File: src/design/sobel_pkg.sv
// Shared types and constants for the Sobel edge threshold block.
// Used by sobel_fifo, sobel_grad and sobel_edge_threshold_top; no dependencies.
package sobel_pkg;

    localparam int MAX_WIDTH_DEF = 2048;
    localparam int FIFO_DEPTH    = 8;

    // configuration register indexes
    localparam logic [1:0] IDX_WIDTH  = 2'd0;
    localparam logic [1:0] IDX_HEIGHT = 2'd1;
    localparam logic [1:0] IDX_THR    = 2'd2;

    localparam logic [11:0] RST_WIDTH  = 12'd640;
    localparam logic [15:0] RST_HEIGHT = 16'd480;
    localparam logic [10:0] RST_THR    = 11'd110;
    localparam logic [23:0] RST_T1SQ   = 24'((int'(RST_THR) + 1) * (int'(RST_THR) + 1));

    // gray = (R*COEF_R + G*COEF_G + B*COEF_B) >> 16, coefficients sum to 65536
    localparam logic [15:0] COEF_R = 16'd19595;
    localparam logic [15:0] COEF_G = 16'd38470;
    localparam logic [15:0] COEF_B = 16'd7471;

    typedef struct packed {
        logic        last;
        logic        is_edge;
        logic [15:0] y;
        logic [10:0] x;
    } res_t;

    typedef struct packed {
        logic emit;     // slot produces a result word
        logic pix;      // slot carries a pixel: touch line store and window
        logic edge_en;  // interior pixel: run the threshold test
        res_t res;
    } tag_t;

endpackage

File: src/design/sobel_fifo.sv
// Output queue of result words for the Sobel edge threshold block.
// Depends on sobel_pkg (res_t).
module sobel_fifo import sobel_pkg::*; #(
    parameter int DEPTH = FIFO_DEPTH
) (
    input  logic aclk,
    input  logic aresetn,
    input  logic push,
    input  res_t push_data,
    input  logic pop,
    output logic out_vld,
    output res_t out_data
);

    localparam int PW = (DEPTH > 1) ? $clog2(DEPTH) : 1;
    localparam int NW = $clog2(DEPTH + 1);

    res_t            q_reg [DEPTH];
    logic [PW-1:0]   wr_ptr_reg, wr_ptr_next;
    logic [PW-1:0]   rd_ptr_reg, rd_ptr_next;
    logic [NW-1:0]   cnt_reg, cnt_next;
    logic            do_pop;

    assign out_vld  = (cnt_reg != '0);
    assign out_data = q_reg[rd_ptr_reg];
    assign do_pop   = pop && out_vld;

    always_comb begin
        wr_ptr_next = wr_ptr_reg;
        rd_ptr_next = rd_ptr_reg;
        if (push) begin
            wr_ptr_next = (wr_ptr_reg == PW'(DEPTH - 1)) ? '0 : wr_ptr_reg + PW'(1);
        end
        if (do_pop) begin
            rd_ptr_next = (rd_ptr_reg == PW'(DEPTH - 1)) ? '0 : rd_ptr_reg + PW'(1);
        end
        cnt_next = cnt_reg + NW'(push) - NW'(do_pop);
    end

    always_ff @(posedge aclk) begin
        if (!aresetn) begin
            wr_ptr_reg <= '0;
            rd_ptr_reg <= '0;
            cnt_reg    <= '0;
        end else begin
            wr_ptr_reg <= wr_ptr_next;
            rd_ptr_reg <= rd_ptr_next;
            cnt_reg    <= cnt_next;
        end
    end

    always_ff @(posedge aclk) begin
        if (push) begin
            q_reg[wr_ptr_reg] <= push_data;
        end
    end

    // the upstream reservation must never let the queue overflow
    a_no_overflow: assert property (@(posedge aclk) disable iff (!aresetn)
        push |-> (cnt_reg < NW'(DEPTH)) || do_pop)
        else $error("result queue overflow");

endmodule

File: config.mk
export PLATFORM = sky130hd
export DESIGN_NAME = sobel_fifo
export DESIGN_NICKNAME = d
export VERILOG_FILES = /design/src/design/sobel_pkg.sv /design/src/design/sobel_fifo.sv
export SDC_FILE = /design/constraint.sdc
export NUM_CORES = 1
export LEC_CHECK = 0
export BUFFER_PORTS_ARGS = -buffer_cell sky130_fd_sc_hd__buf_2
export CAP_MARGIN = 20
export CORE_MARGIN = 1.5
export CORE_UTILIZATION = 60
export CTS_BUF_LIST = sky130_fd_sc_hd__clkbuf_2
export DETAILED_ROUTE_END_ITERATION = 12
export GPL_ROUTABILITY_DRIVEN = 0
export PLACE_DENSITY = 0.79
export SLEW_MARGIN = 20
export SYNTH_ARGS = -nofsm -noshare
export SYNTH_HDL_FRONTEND = slang
export SYNTH_SLANG_ARGS = --single-unit
File: constraint.sdc
create_clock -name aclk -period 6.3 [get_ports aclk]
set_input_delay 0.945 -clock aclk [delete_from_list [all_inputs] [get_ports aclk]]
set_output_delay 0.945 -clock aclk [all_outputs]
set_load 0.005 [all_outputs]
==> results.md <==
* Worst-skew pair later-pin latency at 820 ps
* Grt ovf at 0
* Initial drt markers at 273
* Yosys reg bits at 245
* CP Launch Type: register
* Share of layout cells above drive strength 1 at around 43%
* CP max FO at 30
* CP Capture Type: output pin
* Vias at between 4,000 and 5,000
* Worst-path clk slew at around 110 ps
* Placed cell count at around 670
* Status: completed
* Max-cap violations at 0
* Synthesized net count at roughly 450
* Slew @ Worst Pin at around 1100 ps
* Setup Fix Bufs, Post-CTS at 0
* Initial Utilization at slightly above 60%
* Synth warn at 0
* Largest net degree at the start of global routing at slightly below 60
* Final Non-Filler Cells at approximately 780
* Mapped Cells at a little over 400
* Drt drc at 0
* Synthesis-to-finish area growth at 11.4%
* PostCTS Resize Cnt at 0
* Sum Neg Setup Slack at 0 ps
* Max reg flops at 232
* Die ar. at 0.0166 mm²
* Die Height at approximately 130 µm
* I/O pin cnt at 63
* Cell variety after synth at 28
* Die width at 129 µm
* Pre-CTS WS at slightly below 3000 ps
* CTS tree: built
* Final nets at about 560
* Max layer used: met4
* Hold buffer count at cts at 0
* H-tree Lvls at 2
* CTS root buf: clkbuf_2
* Final setup margin at 2160 ps
* Worst Hold Slack at ~380 ps
* Row count at 45
* Peak supply drop at around 0.2 mV
* WP data arrival at ~3200 ps
* Unrepaired setup endpoints after global routing: false
* Worst Skew at 27.8 ps
* DRT Wirelength at 16,000 µm
* Final hold viol count at 0
* Initial antenna violation count at 1
* Vias per inst at ~5.7
* Min cycle time layout at approximately 4100 ps
* Total GRT Usage at 20.7%
* Max frequency at ~0.24 GHz
* Drt wl/cell at 20.5 µm
* First-pass GRT wire length at about 25,000 µm
* HPWL Detailed at 8470 µm
* Max-slew headroom at roughly 27%
* Crit path kind: reg2out
* CTS Buf Count at between 50 and 60
* Pre-antenna DRT Iters at 4
* IO Port Bufs at 62
* Total Power at between 3000 and 4000 µW
* Final setup fails at 0
* Average size of a mapped cell at between 20 and 25 µm²
* Worst hold path type: in2reg
* Post-synthesis sequential area ratio at about 76%
* PD cells at approximately 320 mW/mm²
* WL met1 at 6510 µm
* Leak at ~0.0036 µW
* Clock buffer depth at 3
* Met3 WL at 987 µm
* WL met2 at between 8000 and 9000 µm
* Vias in the first global route at between 4,000 and 5,000
* DRT antenna net count at 0
* Core Footprint at ~0.015 mm²
* Clock sink count at 245
* Slew Limit Fails at 0
* Req. time, crit path at ~5400 ps
* Final period utilization at ~66%
* Mapped Area at roughly 0.0095 mm²
-- report_power, final --
part	internal (µW)	switching [µW]	total (µW)
logic	290	194	484
clock network	384	582	965
registers	1830	70.7	1900
total	2510	847	3350
-- stage by stage --
stage / utilization, % / cell area [µm²]
2_1_floorplan: - / 9500
6_report: 69.1 / 10600
4_1_cts: 68.9 / 10600
3_5_place_dp: 65.5 / 10000
3_3_place_gp: 65.5 / 10000
5_1_grt: 69.1 / 10600
-- cell type report --
type | instances | area (µm²)
clock inverters | 16 | 61.3
clock buffers | 92 | 460
well taps | 211 | 264
flip-flops and latches | 245 | 7230
diodes | 1 | 2.50
fillers | 1012 | 4730
multi-input cells | 143 | 2180
repair buffers | 67 | 368
inverters | 4 | 15.0
-- cell usage in the layout, fill, tap and decap left out, drive strengths merged --
cell and instances:
inv 4, xor2 1, nand2b 3, or3b 1, clkinv 16, edfxtp 232
fa 1, nor3 2, or2 1, clkbuf 92, a21oi 1, mux4 58
diode 1, ha 8, nand2 11, mux2 29, dfxtp 13, buf 67
nor2b 2, o22ai 1, nand3b 1, and2 4, mux2i 10, nor2 8
a21o 1
-- cell usage after synthesis --
master / number / share of area, %
xor2_1: 1 / 0.092
mux4_1: 13 / 3.6
ha_1: 8 / 1.1
or3b_1: 1 / 0.092
dfxtp_1: 13 / 2.7
nor2_1: 8 / 0.32
fa_1: 1 / 0.21
buf_6: 1 / 0.12
nand2_1: 11 / 0.43
and2_1: 4 / 0.26
a21oi_1: 1 / 0.053
clkbuf_4: 1 / 0.079
edfxtp_1: 232 / 73
a21o_1: 1 / 0.079
nor3_1: 2 / 0.11
inv_1: 4 / 0.16
mux2_2: 19 / 2.3
o22ai_1: 1 / 0.066
clkbuf_1: 7 / 0.28
nand3b_1: 1 / 0.079
buf_12: 3 / 0.63
buf_2: 5 / 0.26
nor2b_1: 2 / 0.13
or2_1: 1 / 0.066
mux2i_1: 10 / 1.1
mux2_4: 10 / 1.6
mux4_2: 45 / 11
nand2b_1: 3 / 0.20
-- worst max-delay path, stage by stage, from the launching register on --
cell and delay [ps]:
dfxtp_4 720, buf_4 590, mux4_1 630, mux2_4 270, buf_2 130
-- layer usage --
layer | vias up | GRT usage, %
met3 | 27 | 4.86
met5 | - | 0
met4 | 0 | 9.32
li1 | 1982 | -
met1 | 2261 | 26.4
met2 | 153 | 34.3
-- cell families (layout without fill, tap and decap cells) --
| kind of cell | Yosys count | in the layout | synth area share (%) |
|---|---|---|---|
| multiplexers | 97 | 97 | 19.2 |
| XOR/XNOR | 1 | 1 | 0.0922 |
| buffers and inverters | 21 | 179 | 1.53 |
| adder cells (fa/ha/maj) | 9 | 9 | 1.26 |
| AND/OR/NAND/NOR | 33 | 33 | 1.69 |
| flip-flops | 245 | 245 | 76.1 |
| AO/OA/AOI/OAI | 3 | 3 | 0.198 |
| other | 0 | 1 | 0 |
-- worst paths after layout --
check	start	endpoint	slack (ps)	cells past startpoint
min	push_data[28]	q_reg[4][28]	380	1
max	register	out_data[23]	2160	4
min reg2reg	rd_ptr_reg[2]	register	510	2
max reg2reg	cnt_reg[2]	cnt_reg[2]	3960	9
Note: power is estimated with default switching activity, not from simulation.
